$ cat src/design/twc_pkg.sv
// ----------------------------------------------------------------------------
// twc_pkg
// types, constants and lookup functions for the trigger window counter
// ----------------------------------------------------------------------------
`timescale 1ns / 1ps

package twc_pkg;

  localparam int TW      = 14;  // time shift width
  localparam int PREW    = 10;
  localparam int POSTW   = 14;
  localparam int PHW     = 7;
  localparam int RECIPW  = 20;  // reciprocal fraction bits
  localparam int STEPW   = 7;
  localparam int CFG_AW  = 4;
  localparam int CFG_DW  = 32;

  typedef enum logic [1:0] {
    REG_MODE = 2'd0,
    REG_POS  = 2'd1,
    REG_TB   = 2'd2
  } reg_idx_t;

  typedef struct packed {
    logic       mode;
    logic [1:0] pos;
    logic [2:0] tb;
  } cfg_t;

  typedef struct packed {
    logic [PHW-1:0]   phase;
    logic [POSTW-1:0] post;
    logic [PREW-1:0]  pre;
  } result_t;

  // real-time trigger offset
  function automatic logic [8:0] k_real(input logic [1:0] pos);
    logic [8:0] k;
    case (pos)
      2'd0:    k = 9'd0;
      2'd1:    k = 9'd250;
      default: k = 9'd500;
    endcase
    return k;
  endfunction

  function automatic logic [STEPW-1:0] step_of(input logic [2:0] tb);
    logic [STEPW-1:0] s;
    case (tb)
      3'd0:    s = 7'd100;
      3'd1:    s = 7'd50;
      3'd2:    s = 7'd20;
      3'd3:    s = 7'd10;
      3'd4:    s = 7'd5;
      default: s = 7'd2;
    endcase
    return s;
  endfunction

  // floor(2^20 / step), quotient estimate is low by at most one
  function automatic logic [RECIPW-1:0] recip_of(input logic [2:0] tb);
    logic [RECIPW-1:0] m;
    case (tb)
      3'd0:    m = 20'd10485;
      3'd1:    m = 20'd20971;
      3'd2:    m = 20'd52428;
      3'd3:    m = 20'd104857;
      3'd4:    m = 20'd209715;
      default: m = 20'd524288;
    endcase
    return m;
  endfunction

  // 512 / step
  function automatic logic [8:0] half_of(input logic [2:0] tb);
    logic [8:0] h;
    case (tb)
      3'd0:    h = 9'd5;
      3'd1:    h = 9'd10;
      3'd2:    h = 9'd25;
      3'd3:    h = 9'd51;
      3'd4:    h = 9'd102;
      default: h = 9'd256;
    endcase
    return h;
  endfunction

  // randomized trigger offset; position three acts as right
  function automatic logic [7:0] k_rand(input logic [2:0] tb, input logic [1:0] pos);
    logic [7:0] mid;
    logic [7:0] right;
    logic [7:0] k;
    case (tb)
      3'd0:    begin mid = 8'h03; right = 8'h05; end
      3'd1:    begin mid = 8'h05; right = 8'h0a; end
      3'd2:    begin mid = 8'h0d; right = 8'h19; end
      3'd3:    begin mid = 8'h19; right = 8'h32; end
      3'd4:    begin mid = 8'h32; right = 8'h64; end
      default: begin mid = 8'h7d; right = 8'hfa; end
    endcase
    case (pos)
      2'd0:    k = 8'd0;
      2'd1:    k = mid;
      default: k = right;
    endcase
    return k;
  endfunction

endpackage

$ cat src/design/twc_calc.sv
// ----------------------------------------------------------------------------
// twc_calc
// quotient correction, remainder and count clamping for one shift value
// ----------------------------------------------------------------------------
`timescale 1ns / 1ps

module twc_calc (
  input  logic [twc_pkg::TW-1:0]  t,
  input  logic [twc_pkg::TW-1:0]  q_est,
  input  twc_pkg::cfg_t           cfg,
  input  logic [twc_pkg::PHW-1:0] held,
  output twc_pkg::result_t        res,
  output logic [twc_pkg::PHW-1:0] held_nxt
);

  logic [twc_pkg::STEPW-1:0]            s;
  logic [twc_pkg::TW+twc_pkg::STEPW-1:0] qs;
  logic [twc_pkg::TW+twc_pkg::STEPW-1:0] r_full;
  logic [7:0]                           r;
  logic [7:0]                           r_fix;
  logic [twc_pkg::TW-1:0]               q;
  logic signed [15:0]                   ts;
  logic signed [15:0]                   kr;
  logic signed [15:0]                   pre_v;
  logic signed [15:0]                   c;
  logic signed [15:0]                   post_v;
  logic signed [15:0]                   m;
  logic signed [15:0]                   d;
  logic signed [15:0]                   pre_rt;
  logic signed [15:0]                   post_rt;
  logic signed [15:0]                   pre_rd;
  logic signed [15:0]                   post_rd;

  always_comb begin
    s      = twc_pkg::step_of(cfg.tb);
    qs     = q_est * s;
    r_full = {{twc_pkg::STEPW{1'b0}}, t} - qs;
    r      = r_full[7:0];
    // estimate can be one low
    if (r >= {1'b0, s}) begin
      q     = q_est + 14'd1;
      r_fix = r - {1'b0, s};
    end else begin
      q     = q_est;
      r_fix = r;
    end

    ts = $signed({2'b00, t});
    kr = $signed({7'b0, twc_pkg::k_real(cfg.pos)});

    // real-time counts
    pre_v = kr - ts + 16'sd511;
    if (pre_v < 16'sd1) pre_rt = 16'sd1;
    else if (pre_v > 16'sd500) pre_rt = 16'sd500;
    else pre_rt = pre_v;
    c = ts - kr + 16'sd10;
    if (c < 16'sd10) c = 16'sd10;
    else if (c > 16'sd16383) c = 16'sd16383;
    post_v = 16'sd16383 - c;
    post_rt = (post_v <= 16'sd0) ? 16'sd1 : post_v;

    // randomized counts
    m = $signed({8'b0, twc_pkg::k_rand(cfg.tb, cfg.pos)}) - $signed({2'b00, q})
        + $signed({7'b0, twc_pkg::half_of(cfg.tb)});
    d = 16'sd511 - m;
    if (d < 16'sd10) d = 16'sd10;
    else if (d > 16'sd16383) d = 16'sd16383;
    post_v = 16'sd16381 - d;
    post_rd = (post_v <= 16'sd0) ? 16'sd1 : post_v;
    if (m < 16'sd1) pre_rd = 16'sd1;
    else if (m > 16'sd512) pre_rd = 16'sd512;
    else pre_rd = m;

    if (cfg.mode) begin
      held_nxt = r_fix[twc_pkg::PHW-1:0];
      res.pre  = pre_rd[twc_pkg::PREW-1:0];
      res.post = post_rd[twc_pkg::POSTW-1:0];
    end else begin
      held_nxt = held;
      res.pre  = pre_rt[twc_pkg::PREW-1:0];
      res.post = post_rt[twc_pkg::POSTW-1:0];
    end
    res.phase = held_nxt;
  end

endmodule

$ cat src/design/trigger_window_counts_top.sv
// throughput: one item per cycle unless out_tready stalls the output; the
// stages are input register, reciprocal multiply register and result
// register, each with its own ready
// a stall on the output fills empty stages before in_tready drops
// reset: synchronous active-low rst_n clears valids, config and held phase
// ----------------------------------------------------------------------------
// trigger_window_counts_top
// pre/post trigger count generator with apb config and stream ports
// ----------------------------------------------------------------------------
`timescale 1ns / 1ps

module trigger_window_counts_top (
  input  logic                          clk,
  input  logic                          rst_n,
  input  logic                          in_tvalid,
  output logic                          in_tready,
  input  logic [15:0]                   in_tdata,   // [13:0] time_shift
  output logic                          out_tvalid,
  input  logic                          out_tready,
  output logic [31:0]                   out_tdata,  // [9:0] pre_count, [23:10] post_count,
                                                    // [30:24] phase_offset
  input  logic                          cfg_psel,
  input  logic                          cfg_penable,
  input  logic                          cfg_pwrite,
  input  logic [twc_pkg::CFG_AW-1:0]    cfg_paddr,
  input  logic [twc_pkg::CFG_DW-1:0]    cfg_pwdata,
  output logic [twc_pkg::CFG_DW-1:0]    cfg_prdata,
  output logic                          cfg_pready
);

  twc_pkg::cfg_t                    cfg_r;
  logic [1:0]                       cfg_idx;
  logic                             cfg_wr;

  logic                             a_valid_r;
  logic [twc_pkg::TW-1:0]           t_a_r;
  logic                             b_valid_r;
  logic [twc_pkg::TW-1:0]           t_b_r;
  logic [twc_pkg::TW-1:0]           q_b_r;
  logic                             out_valid_r;
  twc_pkg::result_t                 out_r;
  logic [twc_pkg::PHW-1:0]          held_r;

  logic [twc_pkg::TW+twc_pkg::RECIPW-1:0] prod;
  logic [twc_pkg::TW-1:0]           q_nxt;
  twc_pkg::result_t                 res_nxt;
  logic [twc_pkg::PHW-1:0]          held_nxt;
  logic                             out_rdy;
  logic                             b_rdy;
  logic                             a_rdy;

  // configuration port
  assign cfg_pready = 1'b1;
  assign cfg_idx    = cfg_paddr[3:2];
  assign cfg_wr     = cfg_psel & cfg_penable & cfg_pwrite & cfg_pready;

  always_comb begin
    case (cfg_idx)
      twc_pkg::REG_MODE: cfg_prdata = {31'b0, cfg_r.mode};
      twc_pkg::REG_POS:  cfg_prdata = {30'b0, cfg_r.pos};
      twc_pkg::REG_TB:   cfg_prdata = {29'b0, cfg_r.tb};
      default:           cfg_prdata = '0;
    endcase
  end

  always_ff @(posedge clk) begin
    if (!rst_n) begin
      cfg_r <= '0;
    end else if (cfg_wr) begin
      case (cfg_idx)
        twc_pkg::REG_MODE: cfg_r.mode <= cfg_pwdata[0];
        twc_pkg::REG_POS:  cfg_r.pos  <= cfg_pwdata[1:0];
        twc_pkg::REG_TB:   cfg_r.tb   <= cfg_pwdata[2:0];
        default: ;
      endcase
    end
  end

  // stage handshakes
  assign out_rdy   = !out_valid_r || out_tready;
  assign b_rdy     = !b_valid_r || out_rdy;
  assign a_rdy     = !a_valid_r || b_rdy;
  assign in_tready = a_rdy;

  // quotient estimate by reciprocal multiply
  assign prod  = t_a_r * twc_pkg::recip_of(cfg_r.tb);
  assign q_nxt = prod[twc_pkg::TW+twc_pkg::RECIPW-1:twc_pkg::RECIPW];

  twc_calc u_calc (
    .t        (t_b_r),
    .q_est    (q_b_r),
    .cfg      (cfg_r),
    .held     (held_r),
    .res      (res_nxt),
    .held_nxt (held_nxt)
  );

  always_ff @(posedge clk) begin
    if (!rst_n) begin
      a_valid_r   <= 1'b0;
      b_valid_r   <= 1'b0;
      out_valid_r <= 1'b0;
      held_r      <= '0;
    end else begin
      if (a_rdy) begin
        a_valid_r <= in_tvalid;
      end
      if (b_rdy) begin
        b_valid_r <= a_valid_r;
      end
      if (out_rdy) begin
        out_valid_r <= b_valid_r;
        if (b_valid_r) begin
          held_r <= held_nxt;
        end
      end
    end
  end

  always_ff @(posedge clk) begin
    if (a_rdy && in_tvalid) begin
      t_a_r <= in_tdata[twc_pkg::TW-1:0];
    end
    if (b_rdy && a_valid_r) begin
      t_b_r <= t_a_r;
      q_b_r <= q_nxt;
    end
    if (out_rdy && b_valid_r) begin
      out_r <= res_nxt;
    end
  end

  assign out_tvalid = out_valid_r;
  assign out_tdata  = {1'b0, out_r};

endmodule

$ cat config.mk
export PLATFORM = sky130hd
export DESIGN_NAME = trigger_window_counts_top
export DESIGN_NICKNAME = d
export VERILOG_FILES = /design/src/design/twc_pkg.sv /design/src/design/twc_calc.sv /design/src/design/trigger_window_counts_top.sv
export SDC_FILE = /design/constraint.sdc
export NUM_CORES = 1
export LEC_CHECK = 0
export ABC_AREA = 1
export CAP_MARGIN = 10
export CORE_MARGIN = 2
export CORE_UTILIZATION = 60
export CTS_BUF_LIST = sky130_fd_sc_hd__clkbuf_16
export CTS_CLUSTER_SIZE = 16
export DETAILED_ROUTE_END_ITERATION = 7
export DONT_BUFFER_PORTS = 1
export PLACE_DENSITY_LB_ADDON = 0.05
export SLEW_MARGIN = 10
export SYNTH_ARGS = -nofsm -noshare
export SYNTH_HDL_FRONTEND = slang
export SYNTH_SLANG_ARGS = --single-unit
$ cat constraint.sdc
create_clock -name clk -period 11.84 [get_ports clk]
set_input_delay 0.592 -clock clk [delete_from_list [all_inputs] [get_ports clk]]
set_output_delay 0.592 -clock clk [all_outputs]
set_load 0.02 [all_outputs]
# Yosys cells after proc, flatten, opt, wreduce, memory -nomap -nowiden
# Index checks and enable logic that the tools add are counted.
# totals
register_bits,89
input_bits,59
wordCells,85
# op_classes
n_addsub,12
eq_ne,7
mux,22
multipliers,2
reduce_logical,16
order_cmp,11
n_bitwise,2
# ops
operator,count
20-bit case mux with 5 select lines,1
7-bit case mux with 5 select lines,2
16-bit two-way mux,4
9-bit case mux with 5 select lines,1
14-bit two-way mux,3
10-bit two-way mux,4
8-bit case mux with 5 select lines,1
14-bit by 20-bit multiplier with 34-bit output,1
"16-bit by 15-bit > comparator with 1-bit output, second input constant",2
"16-bit by 1-bit <= comparator with 1-bit output, second input constant",2
"16-bit by 2-bit < comparator with 1-bit output, second input constant",2
"16-bit by 5-bit < comparator with 1-bit output, second input constant",2
"15-bit by 16-bit subtractor with 16-bit output, first input constant",2
24-bit two-way mux,1
9-bit case mux with 2 select lines,1
15-bit by 10-bit adder with 16-bit output,1
"15-bit by 10-bit adder with 16-bit output, second input constant",1
"16-bit by 5-bit adder with 16-bit output, second input constant",1
"16-bit by 10-bit > comparator with 1-bit output, second input constant",1
"16-bit by 11-bit > comparator with 1-bit output, second input constant",1
8-bit case mux with 2 select lines,1
"10-bit by 16-bit subtractor with 16-bit output, first input constant",1
14-bit by 9-bit subtractor with 15-bit output,1
8-bit by 14-bit subtractor with 15-bit output,1
other kinds (20),34

# Longest topological paths before layout
# depth
depth_word,16
mapped_depth,75

# Modules after synthesis
# From an unflattened synthesis, not the netlist that was laid out.
# hier_totals
hier_cells,2447
area_unflattened_um2,18164.9
# modules_own_cells
module,cells_per_inst,seq_area_each_um2,n_inst,area_per_inst_um2
trigger_window_counts_top,1340,2512.4,1,11818.8
twc_calc,1107,0.0,1,6346.1

# Worst setup path before layout
# No wires, ideal clock.
# synth_path
path_type,reg-to-reg
from,register cfg_r[1] (netlist bit)
to,"register out_r, in the netlist out_tdata[11] (data pin)"
setup_slack_ps,1942
path_stages_with_launch,70
path_buffers,4
synth_period_minus_slack_ps,9898
required_time_ps,11587
arrival_time_ps,9645
path_cell_list,dfxtp_1 -> buf_6 -> nand2_4 -> nand2_4 -> clkinv_1 -> nand2_1 -> fa_1 -> fa_1 -> inv_1 -> ha_1 -> fa_1 -> inv_1 -> ha_1 -> a21oi_1 -> o21ai_0 -> a41oi_1 -> xor2_1 -> inv_1 -> [... 34 more ...] -> nand3_1 -> a21oi_4 -> nand3_4 -> nand3_1 -> inv_1 -> ha_1 -> nand2_1 -> nor2_1 -> nand3_1 -> nor2_1 -> nand2_1 -> nor2_1 -> nand2_1 -> nor2_2 -> nand2_2 -> buf_6 -> nand3b_1 -> nand2_1
# synth_lines
element,line_no,rtl
start: declaration,trigger_window_counts_top.sv:31,twc_pkg::cfg_t cfg_r;
end signal: assignment,trigger_window_counts_top.sv:129,out_r <= res_nxt;
end: declaration,trigger_window_counts_top.sv:41,twc_pkg::result_t out_r;

==> impl_metrics.toml <==
[status]
outcome = "completed"

[layout]
nets = 2610
area_growth_pct = 3.24
layout_common_cells = "399 x inv_1, 380 x nand2_1, 267 x nor2_1"
drive_gt1_share_pct = 6.87
layout_commonest_cell = "inv_1"
final.fill_count = 2630

[grt]
met2_usage_pct = 55.4
gr-usage-met1_pct = 40.4
overflow = 0
antenna_found_initial = 1
grt_max_degree = 32
grt_usage_pct = 31.8
gr-usage-met3_pct = 4.28
busiest_layer = "met2"
grt_pass1_vias = 14400
grt_first_pass_wirelength_um = 75200

[timing]
finalSetupViolations = 0
tns_ps = 0
finalCritPeriodShare_pct = 91.3
hold_slack_ps = 317
timing.slew.headroom_pct = 23.0
fmax_mhz = 92.5
fin_ws_ps = 1030
hold_violations = 0
skew_ps = 7.42
period_minus_slack_ps = 10810
maxSlewViolCount = 0
rsz0062_at_grt = "false"
worst_pin_slew_ps = 1150

[clock_network]
tritoncts = "done"
path_clk_slew_ps = 70
h-tree-depth = 3
cts_made_buffers = 9
cts.sinks = 89
insertion_delay_ps = 360
cts_buffer_depth = 2
cts_root_buffer = "clkbuf_16"
postCtsHoldBufs = 0

[detailed_routing]
drt-pass1-iter-count = 6
viasPerCell = 5.55
first_iter_violations = 972
num_vias = 14200
wl_per_cell_um = 17.9
drt-total-wl_um = 45900
drc = 0
ant_nets = 0

[floorplan]
rows = 62
die_area_um2 = 30200
core_um2 = 28500
die_h_um = 174
die_w_um = 174
io_pins = 126
initial_core_util_pct = 60.5

[logic_synthesis]
synthMuxAreaShare_pct = 0
yosysWarnings = 0
ys_seq_area_share_pct = 14.5
synth_cell_types = 69
synth-adder-area-share_pct = 37.7
mappedNetlistArea_um2 = 17300
syn_inst = 2181
ys_ff_latch = 89
synth_simple_gate_area_share_pct = 23.2
synth-main-ff-cell = "edfxtp_1"
ys_async_sr_fraction_pct = 0
synth_top_family_by_area = "adder cells"
synth.avg_cell_area_um2 = 7.92
synthXorXnorAreaFrac_pct = 4.61
synth_edf_count = 73
synth-compound-area-share_pct = 7.83

[hold_path]
hp-class = "in2reg"
holdCritStartpoint = "in_tdata[13]"

[placement]
pre_cts_ws_ps = 559
dp_hpwl_um = 39000
portBuffers = 0
finalWeightedCongestion = 0.963

[job]
drv_cap = 0

[setup_path]
critPathMostFrequentCell = "nand2_1"
worstSetupStartpoint = "cfg_r[2]$_SDFFE_PN0P_"
slowest_delay_ps = 530
worstSetupStartpointType = "flip-flop"
crit_arrival_ps = 10900
endpoint_kind = "flip-flop"
critical_path.slowest_cell = "fa_1"
crit_fanout = 12
required_ps = 11930
reg2reg_from = "cfg_r[2]$_SDFFE_PN0P_"
worstSetupPathType = "reg2reg"
## synthesized netlist by cell type (4+ instances only)
library cell  instances  area, um2
nor3_1               16       80.1
clkinv_1             11       41.3
nand3_2              18        180
dfxtp_1              16        320
buf_6                 7       78.8
fa_1                222       4440
a31oi_1               4       25.0
buf_1                 5       18.8
edfxtp_1             73       2190
o211ai_1              7       52.6
nor2_4               11        124
nor2_1              267       1000
o221ai_1              4       35.0
inv_2                 7       26.3
xor2_1               72        631
o21ai_2               7       61.3
nor2_2                6       37.5
nor4_1                5       31.3
o22ai_1              11       68.8
buf_4                31        233
nand3b_1              4       30.0
ha_1                166       2080
xnor2_1              19        166
nand2_1             380       1430
inv_1               400       1500
nand4_1              22        138
clkbuf_1             30        113
o21ai_0              71        355
a21oi_1             104        521
nand2_2              33        206
nand2_4              10        113
or2_2                 5       31.3
nand3_1              79        395
## sequential cells by signal, indices dropped and copies added (netlist names)
signal,flops
a_valid_r,1
b_valid_r,1
cfg_r,6
held_r,7
out_tdata,31
out_tvalid,1
q_b_r,14
t_a_r,14
t_b_r,14
## metal layers
metal / wire length, um / vias up
met2: 22800 / 482
met3: 2510 / 108
li1: - / 6740
met5: 0 / -
met4: 1630 / 0
met1: 18900 / 6843
## final timing paths
path                              to  slack [ps]  cells after the start
max reg2reg  out_tdata[12]$_DFFE_PP_        1030                     63
max          out_tdata[12]$_DFFE_PP_        1030                     63
min reg2reg   held_r[3]$_SDFFE_PN0P_         460                      2
min              t_a_r[13]$_DFFE_PP_         320                      0
## cells by family (layout without fill, tap and decap cells)
family                   after synthesis  in the layout
AND/OR/NAND/NOR                      876            876
buffers and inverters                498            454
adder cells (fa/ha/maj)              388            388
AO/OA/AOI/OAI                        237            237
XOR/XNOR                              91             91
flip-flops                            89             89
other                                  2             36
## per-stage QoR
stage / utilization (%) / area (um2) / std cells
after global placement: 61.3 / 17500 / 2532
after global routing: 62.5 / 17800 / 2552
after detailed placement: 61.3 / 17500 / 2532
final: 62.5 / 17800 / 2555
after CTS: 62.3 / 17800 / 2548
after floorplan: - / 17400 / 2212
## timing repair
item / in CTS / in global routing
setup buffers: 0 / 4
hold endpoints to repair: 0 / 0
setup endpoints to repair: 0 / 14
resized for setup: 0 / 11
## critical path: cells and delay by family, from the launching register on
| family | cells | cell delay [ps] |
|---|---|---|
| XOR/XNOR | 3 | 560 |
| AND/OR/NAND/NOR | 30 | 3330 |
| adder cells (fa/ha/maj) | 11 | 3910 |
| buffers and inverters | 9 | 790 |
| AO/OA/AOI/OAI | 10 | 1550 |
| flip-flops | 1 | 320 |
## area by class of cell
class                           count  area, um2  share of cell area [%]
Antenna cell                        3       7.51                  0.0421
Clock inverter                      7       72.6                   0.407
Inverter                          421       1590                    8.93
Tap cell                          384        480                    2.69
Timing Repair Buffer               17        128                   0.715
Multi-Input combinational cell   1625      12800                    71.8
Sequential cell                    89       2520                    14.1
Clock buffer                        9        225                    1.26
Power is not shown: default switching activity piles up to over one toggle a cycle in this logic, so the estimate is an artifact.
